### config.mk
export PLATFORM = sky130hd
export DESIGN_NAME = sorted_table_search_unit
export DESIGN_NICKNAME = d
export VERILOG_FILES = /design/src/rtl/sts_pkg.sv /design/src/rtl/sts_ctrl.sv /design/src/rtl/sts_dp.sv /design/src/rtl/sorted_table_search_unit.sv
export VERILOG_INCLUDE_DIRS = /design/src /design/src/rtl
export SDC_FILE = /design/constraint.sdc
export NUM_CORES = 2
export LEC_CHECK = 0
export BUFFER_PORTS_ARGS = -buffer_cell sky130_fd_sc_hd__buf_2
export CAP_MARGIN = 20
export CORE_ASPECT_RATIO = 1.5
export CORE_MARGIN = 8
export CORE_UTILIZATION = 40
export CTS_CLUSTER_SIZE = 16
export DETAILED_ROUTE_END_ITERATION = 8
export GPL_TIMING_DRIVEN = 0
export SYNTH_ARGS = -nofsm -noshare
export SYNTH_HDL_FRONTEND = slang
export SYNTH_SLANG_ARGS = --single-unit
### constraint.sdc
create_clock -name clock -period 13.84 [get_ports clock]
set_input_delay 0.692 -clock clock [delete_from_list [all_inputs] [get_ports clock]]
set_output_delay 0.692 -clock clock [all_outputs]
set_load 0.02 [all_outputs]
### src/rtl/sorted_table_search_unit_defines.svh
// Assertion macros shared by the sorted table search unit.
`ifndef SORTED_TABLE_SEARCH_UNIT_DEFINES_SVH
`define SORTED_TABLE_SEARCH_UNIT_DEFINES_SVH

// Same-cycle implication, held off during reset.
`define STS_ASSERT_IMP(label, clk, rst, ante, cons, msg) \
   label: assert property (@(posedge clk) disable iff (rst) (ante) |-> (cons)) \
      else $error(msg);

// Next-cycle implication, held off during reset.
`define STS_ASSERT_NXT(label, clk, rst, ante, cons, msg) \
   label: assert property (@(posedge clk) disable iff (rst) (ante) |=> (cons)) \
      else $error(msg);

`endif

### src/rtl/sts_pkg.sv
// Package: operation codes, controller states and control/status words.
package sts_pkg;

   localparam int REQ_VALUE_BITS = 32;
   localparam int OP_BITS        = 3;
   localparam int POS_BITS       = 6;

   typedef enum logic [OP_BITS-1:0] {
      OP_INSERT = 3'd0,
      OP_EXISTS = 3'd1,
      OP_CEIL   = 3'd2,
      OP_FLOOR  = 3'd3,
      OP_CLEAR  = 3'd4
   } op_type;

   typedef enum logic [3:0] {
      ST_IDLE,
      ST_DISPATCH,
      ST_SRCH_RD,
      ST_SRCH_CMP,
      ST_SHIFT_RD,
      ST_SHIFT_WR,
      ST_WRITE,
      ST_EXIST_RD,
      ST_EXIST_CMP,
      ST_RESPOND
   } state_type;

   typedef struct packed {
      logic load;
      logic rd_mid;
      logic step;
      logic rd_shift;
      logic wr_shift;
      logic wr_key;
      logic rd_lo;
      logic match;
      logic clear_fill;
      logic respond;
   } cmd_type;

   typedef struct packed {
      op_type op;
      logic   full;
      logic   search_done;
      logic   shift_done;
      logic   in_range;
   } status_type;

endpackage

### src/rtl/sts_ctrl.sv
// Controller: sequences search probes, insert shifts and the response word.
module sts_ctrl
   import sts_pkg::*;
(
   input  logic       clock,
   input  logic       reset,
   input  logic       start,
   output logic       busy,
   input  status_type status,
   output cmd_type    cmd
);

   state_type state_ff, state_in;

   always_ff @(posedge clock) begin
      if (reset) begin
         state_ff <= ST_IDLE;
      end else begin
         state_ff <= state_in;
      end
   end

   always_comb begin
      state_in = state_ff;
      case (state_ff)
         ST_IDLE: begin
            if (start) state_in = ST_DISPATCH;
         end
         ST_DISPATCH: begin
            case (status.op)
               OP_INSERT: begin
                  state_in = status.full ? ST_RESPOND : ST_SRCH_RD;
               end
               OP_EXISTS, OP_CEIL, OP_FLOOR: begin
                  state_in = ST_SRCH_RD;
               end
               default: begin
                  state_in = ST_RESPOND;
               end
            endcase
         end
         ST_SRCH_RD: begin
            if (!status.search_done) begin
               state_in = ST_SRCH_CMP;
            end else begin
               case (status.op)
                  OP_INSERT: begin
                     state_in = ST_SHIFT_RD;
                  end
                  OP_EXISTS: begin
                     state_in = status.in_range ? ST_EXIST_RD : ST_RESPOND;
                  end
                  default: begin
                     state_in = ST_RESPOND;
                  end
               endcase
            end
         end
         ST_SRCH_CMP: begin
            state_in = ST_SRCH_RD;
         end
         ST_SHIFT_RD: begin
            state_in = status.shift_done ? ST_WRITE : ST_SHIFT_WR;
         end
         ST_SHIFT_WR: begin
            state_in = ST_SHIFT_RD;
         end
         ST_WRITE: begin
            state_in = ST_RESPOND;
         end
         ST_EXIST_RD: begin
            state_in = ST_EXIST_CMP;
         end
         ST_EXIST_CMP: begin
            state_in = ST_RESPOND;
         end
         ST_RESPOND: begin
            state_in = ST_IDLE;
         end
         default: begin
            state_in = ST_IDLE;
         end
      endcase
   end

   always_comb begin
      cmd  = '0;
      busy = (state_ff != ST_IDLE);
      case (state_ff)
         ST_IDLE: begin
            cmd.load = start;
         end
         ST_DISPATCH: begin
            cmd.clear_fill = (status.op == OP_CLEAR);
         end
         ST_SRCH_RD: begin
            cmd.rd_mid = !status.search_done;
         end
         ST_SRCH_CMP: begin
            cmd.step = 1'b1;
         end
         ST_SHIFT_RD: begin
            cmd.rd_shift = !status.shift_done;
         end
         ST_SHIFT_WR: begin
            cmd.wr_shift = 1'b1;
         end
         ST_WRITE: begin
            cmd.wr_key = 1'b1;
         end
         ST_EXIST_RD: begin
            cmd.rd_lo = 1'b1;
         end
         ST_EXIST_CMP: begin
            cmd.match = 1'b1;
         end
         ST_RESPOND: begin
            cmd.respond = 1'b1;
         end
         default: begin
            cmd = '0;
         end
      endcase
   end

endmodule

### src/rtl/sts_dp.sv
// Datapath: entry memory, search bounds, fill count and response registers.
`include "sorted_table_search_unit_defines.svh"
module sts_dp
   import sts_pkg::*;
#(
   parameter int DEPTH      = 64,
   parameter int VALUE_BITS = 32
) (
   input  logic                              clock,
   input  logic                              reset,
   input  cmd_type                           cmd,
   output status_type                        status,
   input  logic [OP_BITS-1:0]                req_op,
   input  logic signed [REQ_VALUE_BITS-1:0]  req_value,
   output logic                              rsp_strobe,
   output logic                              rsp_hit,
   output logic [POS_BITS-1:0]               rsp_position,
   output logic                              rsp_error
);

   localparam int AW = $clog2(DEPTH);
   localparam int CW = $clog2(DEPTH + 1);

   logic [VALUE_BITS-1:0] entry_mem [DEPTH];

   op_type                op_ff, op_in;
   logic [VALUE_BITS-1:0] key_ff, key_in;
   logic [CW-1:0]         lo_ff, lo_in;
   logic [CW-1:0]         hi_ff, hi_in;
   logic [CW-1:0]         idx_ff, idx_in;
   logic [CW-1:0]         fill_ff, fill_in;
   logic                  match_ff, match_in;
   logic                  err_ff, err_in;
   logic [VALUE_BITS-1:0] rdata_ff;
   logic                  rsp_strobe_ff, rsp_strobe_in;
   logic                  rsp_hit_ff, rsp_hit_in;
   logic [POS_BITS-1:0]   rsp_position_ff, rsp_position_in;
   logic                  rsp_error_ff, rsp_error_in;

   logic [VALUE_BITS-1:0] value_ext;
   logic [VALUE_BITS-1:0] key_new;
   logic [CW-1:0]         mid;
   logic [CW-1:0]         idx_m1;
   logic                  strict;
   logic                  below;
   logic                  full;
   logic                  rd_en;
   logic [AW-1:0]         rd_addr;
   logic                  wr_en;
   logic [AW-1:0]         wr_addr;
   logic [VALUE_BITS-1:0] wr_data;

   // Flip the sign bit so that an unsigned compare orders signed values.
   assign value_ext = VALUE_BITS'(req_value);
   assign key_new   = {~value_ext[VALUE_BITS-1], value_ext[VALUE_BITS-2:0]};

   assign mid    = lo_ff + ((hi_ff - lo_ff) >> 1);
   assign idx_m1 = idx_ff - CW'(1);
   assign full   = (fill_ff >= CW'(DEPTH));
   assign strict = op_ff inside {OP_EXISTS, OP_CEIL};
   assign below  = strict ? (rdata_ff < key_ff) : (rdata_ff <= key_ff);

   assign status.op          = op_ff;
   assign status.full        = full;
   assign status.search_done = (lo_ff == hi_ff);
   assign status.shift_done  = (idx_ff == lo_ff);
   assign status.in_range    = (lo_ff < fill_ff);

   always_comb begin
      op_in    = op_ff;
      key_in   = key_ff;
      lo_in    = lo_ff;
      hi_in    = hi_ff;
      idx_in   = idx_ff;
      fill_in  = fill_ff;
      match_in = match_ff;
      err_in   = err_ff;
      if (cmd.load) begin
         op_in    = op_type'(req_op);
         key_in   = key_new;
         lo_in    = '0;
         hi_in    = fill_ff;
         idx_in   = fill_ff;
         match_in = 1'b0;
         err_in   = (req_op == OP_INSERT) && full;
      end
      if (cmd.step) begin
         if (below) lo_in = mid + CW'(1);
         else hi_in = mid;
      end
      if (cmd.wr_shift) idx_in = idx_m1;
      if (cmd.match) match_in = (rdata_ff == key_ff);
      if (cmd.wr_key) fill_in = fill_ff + CW'(1);
      if (cmd.clear_fill) fill_in = '0;
   end

   always_comb begin
      rsp_strobe_in   = cmd.respond;
      rsp_hit_in      = 1'b0;
      rsp_position_in = '0;
      rsp_error_in    = 1'b0;
      case (op_ff)
         OP_INSERT: begin
            rsp_error_in = err_ff;
         end
         OP_EXISTS: begin
            rsp_hit_in = match_ff;
         end
         OP_CEIL: begin
            if (lo_ff < fill_ff) begin
               rsp_hit_in      = 1'b1;
               rsp_position_in = POS_BITS'(lo_ff);
            end
         end
         OP_FLOOR: begin
            if (lo_ff != '0) begin
               rsp_hit_in      = 1'b1;
               rsp_position_in = POS_BITS'(lo_ff - CW'(1));
            end
         end
         default: begin
            rsp_hit_in = 1'b0;
         end
      endcase
   end

   always_ff @(posedge clock) begin
      if (reset) begin
         fill_ff       <= '0;
         rsp_strobe_ff <= 1'b0;
      end else begin
         fill_ff       <= fill_in;
         rsp_strobe_ff <= rsp_strobe_in;
      end
   end

   always_ff @(posedge clock) begin
      op_ff    <= op_in;
      key_ff   <= key_in;
      lo_ff    <= lo_in;
      hi_ff    <= hi_in;
      idx_ff   <= idx_in;
      match_ff <= match_in;
      err_ff   <= err_in;
      if (cmd.respond) begin
         rsp_hit_ff      <= rsp_hit_in;
         rsp_position_ff <= rsp_position_in;
         rsp_error_ff    <= rsp_error_in;
      end
   end

   // One read port, one write port; a shift moves the word read last cycle up one slot.
   assign rd_en   = cmd.rd_mid || cmd.rd_shift || cmd.rd_lo;
   assign rd_addr = cmd.rd_mid   ? mid[AW-1:0] :
                    cmd.rd_shift ? idx_m1[AW-1:0] : lo_ff[AW-1:0];
   assign wr_en   = cmd.wr_shift || cmd.wr_key;
   assign wr_addr = cmd.wr_shift ? idx_ff[AW-1:0] : lo_ff[AW-1:0];
   assign wr_data = cmd.wr_shift ? rdata_ff : key_ff;

   always_ff @(posedge clock) begin
      if (wr_en) entry_mem[wr_addr] <= wr_data;
      if (rd_en) rdata_ff <= entry_mem[rd_addr];
   end

   assign rsp_strobe   = rsp_strobe_ff;
   assign rsp_hit      = rsp_hit_ff;
   assign rsp_position = rsp_position_ff;
   assign rsp_error    = rsp_error_ff;

   `STS_ASSERT_IMP(a_fill_bound, clock, reset, 1'b1, fill_ff <= CW'(DEPTH), "fill over depth")
   `STS_ASSERT_IMP(a_shift_read, clock, reset, cmd.wr_shift, $past(cmd.rd_shift), "shift no read")
   `STS_ASSERT_IMP(a_probe_read, clock, reset, cmd.step, $past(cmd.rd_mid), "probe no read")
   `STS_ASSERT_NXT(a_insert_grow, clock, reset, cmd.wr_key,
                   fill_ff == $past(fill_ff) + CW'(1), "fill not grown")
   `STS_ASSERT_IMP(a_error_alone, clock, reset, rsp_strobe_ff && rsp_error_ff,
                   !rsp_hit_ff && rsp_position_ff == '0, "error with hit")

endmodule

### src/rtl/sorted_table_search_unit.sv
// A query passes dispatch, the search probes and the respond state before rsp_strobe;
// exists adds a read and compare; insert adds a shift per moved entry, then the key write.
// Throughput: one word at a time, set by the entry memory probe loop;
// a new word is taken in the cycle the previous response is shown.
// Reset clears the fill count and the controller; table contents stay undefined,
// with no clearing pass. Responses cannot be stalled.
module sorted_table_search_unit
   import sts_pkg::*;
#(
   parameter int DEPTH      = 64,
   parameter int VALUE_BITS = 32
) (
   input  logic                              clock,
   input  logic                              reset,
   input  logic                              start,
   output logic                              busy,
   input  logic [OP_BITS-1:0]                req_op,
   input  logic signed [REQ_VALUE_BITS-1:0]  req_value,
   output logic                              rsp_strobe,
   output logic                              rsp_hit,
   output logic [POS_BITS-1:0]               rsp_position,
   output logic                              rsp_error
);

   cmd_type    cmd;
   status_type status;

   sts_ctrl u_ctrl (
      .clock  (clock),
      .reset  (reset),
      .start  (start),
      .busy   (busy),
      .status (status),
      .cmd    (cmd)
   );

   sts_dp #(
      .DEPTH      (DEPTH),
      .VALUE_BITS (VALUE_BITS)
   ) u_dp (
      .clock        (clock),
      .reset        (reset),
      .cmd          (cmd),
      .status       (status),
      .req_op       (req_op),
      .req_value    (req_value),
      .rsp_strobe   (rsp_strobe),
      .rsp_hit      (rsp_hit),
      .rsp_position (rsp_position),
      .rsp_error    (rsp_error)
   );

endmodule

* Yosys cells after proc, flatten, opt, wreduce, memory -nomap -nowiden
Memories as Yosys holds them, arrays and structs flattened. A register that Yosys moved wholly into a read port is not among the register bits. Cells that the tools add are included.
Word-level totals: output and inout bits 10, input port bits 38, flip-flop bits (word level) 78, memories kept 1, logic and storage cells 100, RAM bits 2048
Memories:
- u_dp.entry_mem | words 64, width 32, read ports 1, clocked after Yosys merged registers in 1, wr ports 1, RTL line sts_dp.sv:24 | logic [VALUE_BITS-1:0] entry_mem [DEPTH];
Operators by class: reduce and logical (&&, ||, !) cells 17, order comparisons 4, muxes and demuxes 41, eq/ne operators 17, $add $sub $neg 6, bitwise logic cells 1
Operators by type and width (count):
- $mux W7 | 8
- $eq A32 B32 Y1 | 1
- $le A32 B32 Y1 | 1
- $lt A32 B32 Y1 | 1
- $mux W32 | 1
- $pmux W4 S8 | 1
- $mux W6 | 5
- $mux W1 | 17
- $eq A4 B3 Y1 const B | 4
- $mux W4 | 4
- $pmux W4 S2 | 2
- $add A7 B1 Y7 const B | 2
- $eq A7 B7 Y1 | 2
- $pmux W6 S2 | 1
- $eq A4 B2 Y1 const B | 2
- $eq A4 B4 Y1 const B | 2
- $add A7 B6 Y7 | 1
- $ge A7 B7 Y1 const B | 1
- $lt A7 B7 Y1 | 1
- $reduce_bool A7 Y1 | 1
- $sub A7 B1 Y7 const B | 1
- $sub A7 B7 Y7 | 1
- $eq A3 B2 Y1 const B | 2
- $logic_not A3 Y1 | 2
- other kinds (16) | 22

* Logic depth before layout (Yosys ltp)
word-level depth 5, depth in mapped cells 18, mapped depth without buffers 17

* Modules after synthesis
A second synthesis with hierarchy kept.
Second synthesis, totals: cell total of the unflattened synthesis 4076, area, all modules 84611.1 µm²
By module, submodules not included:
- sts_dp | instances 1, seq. area each 64461.8 µm², cells an instance 4021, area each 84184.5 µm²
- sts_ctrl | instances 1, seq. area each 80.1 µm², cells an instance 55, area each 426.7 µm²

* Least setup slack after synthesis
OpenSTA, ideal clock, no wires.
path kind reg-to-reg, from reg u_ctrl.state_ff[0], to mem u_dp.entry_mem[0][0] (data pin), setup time 0.702 ns, data arrival time 3.989 ns, data required time 13.138 ns, path slack 9.149 ns, buffers on the path 3, stages on the path, launching flop included 7, cell sequence dfxtp_1 > clkbuf_1 > nand2b_1 > or2_2 > clkbuf_1 > clkbuf_1 > o21ai_0
Between the ends: cells in the longest elaborated chain, start to end 3
RTL lines:
- start, declared | RTL line sts_ctrl.sv:13 | state_type state_ff, state_in;
- start signal, assigned | RTL line sts_ctrl.sv:19 | state_ff <= state_in;
- $eq A4 B3 Y1 | RTL line sts_ctrl.sv:89 | case (state_ff)
- $mux W1 | RTL line sts_ctrl.sv:89
- $mux W32 | RTL line sts_dp.sv:158 | assign wr_data = cmd.wr_shift ? rdata_ff : key_ff;
- named net u_dp.wr_data[0] | RTL line sts_dp.sv:51 | logic [VALUE_BITS-1:0] wr_data;
- end, declared | RTL line sts_dp.sv:24
The timed path passes the listed nets, and every way through them passes these cells.

* Worst setup path in the final report
from reg u_dp.lo_ff[1], to reg u_dp.rdata_ff[11], read port of u_dp.entry_mem (data pin)
Between the ends: cells in the longest elaborated chain, start to end 5, elaborated cells between the ends (all ways) 12
RTL lines:
- start, declared | RTL line sts_dp.sv:28 | logic [CW-1:0] lo_ff, lo_in;
- start signal, assigned | RTL line sts_dp.sv:140 | lo_ff <= lo_in;
- branches (longest 5 deep; another with $sub A7 B7 Y7)
- end, declared | RTL line sts_dp.sv:34 | logic [VALUE_BITS-1:0] rdata_ff;
Several ways; the timed one is not identified. A chain may end at the register's enable or synchronous reset.

==> flow_summary.yaml <==
clock_tree:
  clk_path_buf_depth: 4
  clock_latency_ns: 0.88
  clock_sinks: 2158
  cts_htree_levels: 4
  cts_setup_buffers: 0
  root_buffer: "clkbuf_16"
  ctsResizeCount: 0
  numCtsBuffers: 199
  cts_tree: "built"
  path_clk_slew_ns: 0.07
floorplan:
  initial_utilization: 0.402
  die_width_um: 394
  fp.coreArea_mm2: 0.214
  num_io_pins: 48
  dieArea_mm2: 0.230
  num_rows: 208
  die_y_um: 584
critical_path:
  reg2reg_slack_ns: 6.60
  startpoint_type: "register"
  r2r_cells: 18
  crit_start: "u_dp.lo_ff[1]"
  crit_path_end_kind: "register"
  crit_path_end: "u_dp.rdata_ff[11]"
  path_cells: "buf_2, inv_1, ha_1, nand2_1, nor4_1, nor2b_1, buf_2, nand2_1, o21a_1, buf_2, clkbuf_1, buf_2, buf_1, nand2_1, nand3_1, nand4_1, a21oi_1, or4_1"
  path_common_cell: "buf_2"
  critPathMaxFanout: 10
  crit_type: "reg2reg"
  r2r-end: "u_dp.rdata_ff[11]"
  critical_path_required_ns: 14.54
  cp.arrival_ns: 7.94
  rr_startpoint: "u_dp.lo_ff[1]"
  slowest_delay_ns: 0.82
  slowest_stage: "a21oi_1"
grt:
  track_usage: 0.260
  grt_pass1_vias: 55000
  grt_max_degree: 40
  grt_pass1_wl_mm: 425
  grt_overflow_total: 0
  antenna_found_initial: 46
logic_synthesis:
  synth_mux_area_frac: 0.0172
  async_reset_ff_frac: 0
  synth_top_family_by_area: "simple AND/OR/NAND/NOR gates"
  synth_cell_types: 56
  yosys.area_share.simple: 0.136
  ys.flop_type: "edfxtp_1"
  synth_seq_cells: 2158
  synth_area_leader_cell: "edfxtp_1"
  postSynthCellCount: 6393
  synth.area.top_cells: "edfxtp_1 (75%), nand2_1 (7.7%), nand3_1 (3.8%)"
  synth_warnings: 0
  synth.cell_area_mm2: 0.0859
  syn_avg_cell_area_um2: 13.4
  synth_top_area_frac: 0.745
  ys_seq_area_frac: 0.751
  syn_nets: 6489
  yosys.area_share.adder: 0.00862
  synth_xor_area_frac: 0.00366
  synth_enable_flop_cells: 2132
  synth_compound_area_frac: 0.0590
run_status:
  status: "completed"
finish:
  syn2layout_area_growth_pct: 17.1
  fillerInstances: 18500
  register_area_mm2: 0.0645
  multi_input_area_mm2: 0.0202
  fin_area_mm2: 0.101
  finalNetCount: 6926
  drive_gt1_frac: 0.104
  final_util: 0.471
sta:
  final_max_slew_viol_count: 0
  timing.slew.headroom: 0.0493
  fin_crit_sh: 0.523
  worst_pin_slew_ns: 1.43
  fin_tns_setup_ns: 0
  finalHoldViolCount: 0
  fmax_mhz: 138
  setup_viol: 0
  rsz0062_at_grt: "no"
  finalCriticalPeriod_ns: 7.24
  timing.final.ws_setup_ns: 6.60
  fin_skew_ns: 0.0369
place:
  place.gp.congestion: 1.06
  dpl_worst_slack_ns: 6.90
  place_area_mm2: 0.0938
  dp_hpwl_mm: 222
  portBuffers: 47
min_path:
  hp-class: "in2reg"
  holdPathStages: 1
power_and_ir_drop:
  vdd_drop_max_v: 0.000107
  design_power_total_uw: 13600
  p_leak_uw: 0.0337
  pwr_density_cell_mw_per_mm2: 135
route:
  viasPerCell: 5.82
  firstDrtPassIters: 8
  wl_mm: 310
  drtIter0Drc: 7745
  avgRoutedWirePerCell_um: 31.3
  via_count: 57700
  drc_errors: 0
  ant_nets: 0
run:
  cap_viol_max_count: 0
==> cell usage after synthesis, types with 8 or more instances <==
master    count
a21o_1       18
a22oi_1     129
mux2i_1     140
buf_2       122
clkbuf_1    231
inv_1        57
a31oi_1     130
edfxtp_1   2132
buf_6        13
buf_1        42
or4_1        32
o21a_1        8
nand3_1     651
a32oi_1     128
nand4_1     141
o21ai_0      64
nor2_1      104
ha_1         56
dfxtp_1      26
a21oi_1     282
nand2_1    1763
xor2_1        9
xnor2_1      25
nor3_1        8
==> worst max-delay path, delay by kind of cell, from the launching register on <==
kind / cells / cell delay, ns
flops: 1 / 0.45
buf+inv: 7 / 2.94
fa+ha+maj: 1 / 0.38
compound gates: 2 / 1.30
simple gates: 8 / 1.96
==> flip-flops by register name, summed over array words and instances (netlist names), 4 cells and up <==
| name | count |
|---|---|
| u_dp.rsp_position | 6 |
| u_dp.entry_mem | 2048 |
| u_dp.hi_ff | 7 |
| u_ctrl.state_ff | 4 |
| u_dp.fill_ff | 7 |
| u_dp.idx_ff | 7 |
| u_dp.lo_ff | 7 |
| u_dp.key_ff | 32 |
| u_dp.rdata_ff | 32 |
==> cells in the final DEF, fill, tap and decap left out, types with 42 or more instances in the layout <==
master | netlist | layout
a32oi_1 | 128 | 128
nand2_1 | 1763 | 1763
buf_12 | 0 | 98
diode_2 | 0 | 85
buf_2 | 122 | 169
buf_16 | 0 | 46
a22oi_1 | 129 | 129
clkbuf_16 | 0 | 202
a21oi_1 | 282 | 279
edfxtp_1 | 2132 | 2132
ha_1 | 56 | 56
nor2_4 | 0 | 64
a31oi_1 | 130 | 130
buf_1 | 42 | 42
inv_1 | 57 | 57
clkinv_1 | 0 | 44
mux2i_1 | 140 | 140
nand4_1 | 141 | 141
clkbuf_1 | 231 | 276
nand3_1 | 651 | 651
==> where the power goes <==
group          total, uW  switching (uW)  internal (uW)
combinational        974             721            253
sequential          7290            8.07           7290
clock               5360            2420           2940
total              13600            3150          10500
==> stage by stage <==
stage / std cells / hold slack (ns)
floorplan: 6393 / 0.471
global placement: 9275 / 0.490
detailed placement: 9429 / 0.511
CTS: 9813 / 0.00142
global route: 9889 / 0.00353
finish: 9905 / 0.0148
==> routing by layer <==
metal | wire [um] | vias up | GRT usage
met1 | 107000 | 28800 | 0.299
met3 | 26300 | 819 | 0.0438
met5 | 27 | - | 0
met4 | 27800 | 4 | 0.197
met2 | 149000 | 3355 | 0.433
li1 | - | 24700 | -
==> logic make-up (layout without fill, tap and decap cells) <==
kind of cell    Yosys count  count (layout)
buf+inv                 469            1061
compound gates          787             787
fa+ha+maj                58              58
xor+xnor                 35              35
other cells               0              85
mux                     147             147
flops                  2158            2158
simple gates           2739            2739
==> final cells by class <==
| class | instances | share of cell area |
|---|---|---|
| clock buffers | 250 | 0.0520 |
| repair buffers | 236 | 0.0392 |
| inverters | 57 | 0.00213 |
| multi-input cells | 3766 | 0.201 |
| plain buffers | 412 | 0.0180 |
| well taps | 2835 | 0.0353 |
| flip-flops and latches | 2158 | 0.641 |
| clock inverters | 106 | 0.00903 |
| diodes | 85 | 0.00211 |
==> worst min path at each step <==
stage / start / endpoint
3_5_place_dp: u_dp.fill_ff[5] / u_dp.fill_ff[5]
3_3_place_gp: u_dp.fill_ff[5] / u_dp.fill_ff[5]
4_1_cts: req_value[14] / u_dp.key_ff[14]
2_1_floorplan: u_dp.fill_ff[5] / u_dp.fill_ff[5]
5_1_grt: req_value[14] / u_dp.key_ff[14]
6_report: req_value[6] / u_dp.key_ff[6]
==> repair_timing <==
item	4_1_cts	5_1_grt
hold buffers	28	0
setup endpoints to repair	0	0
hold endpoints to repair	28	0
Note: power is estimated with default switching activity, not from simulation.
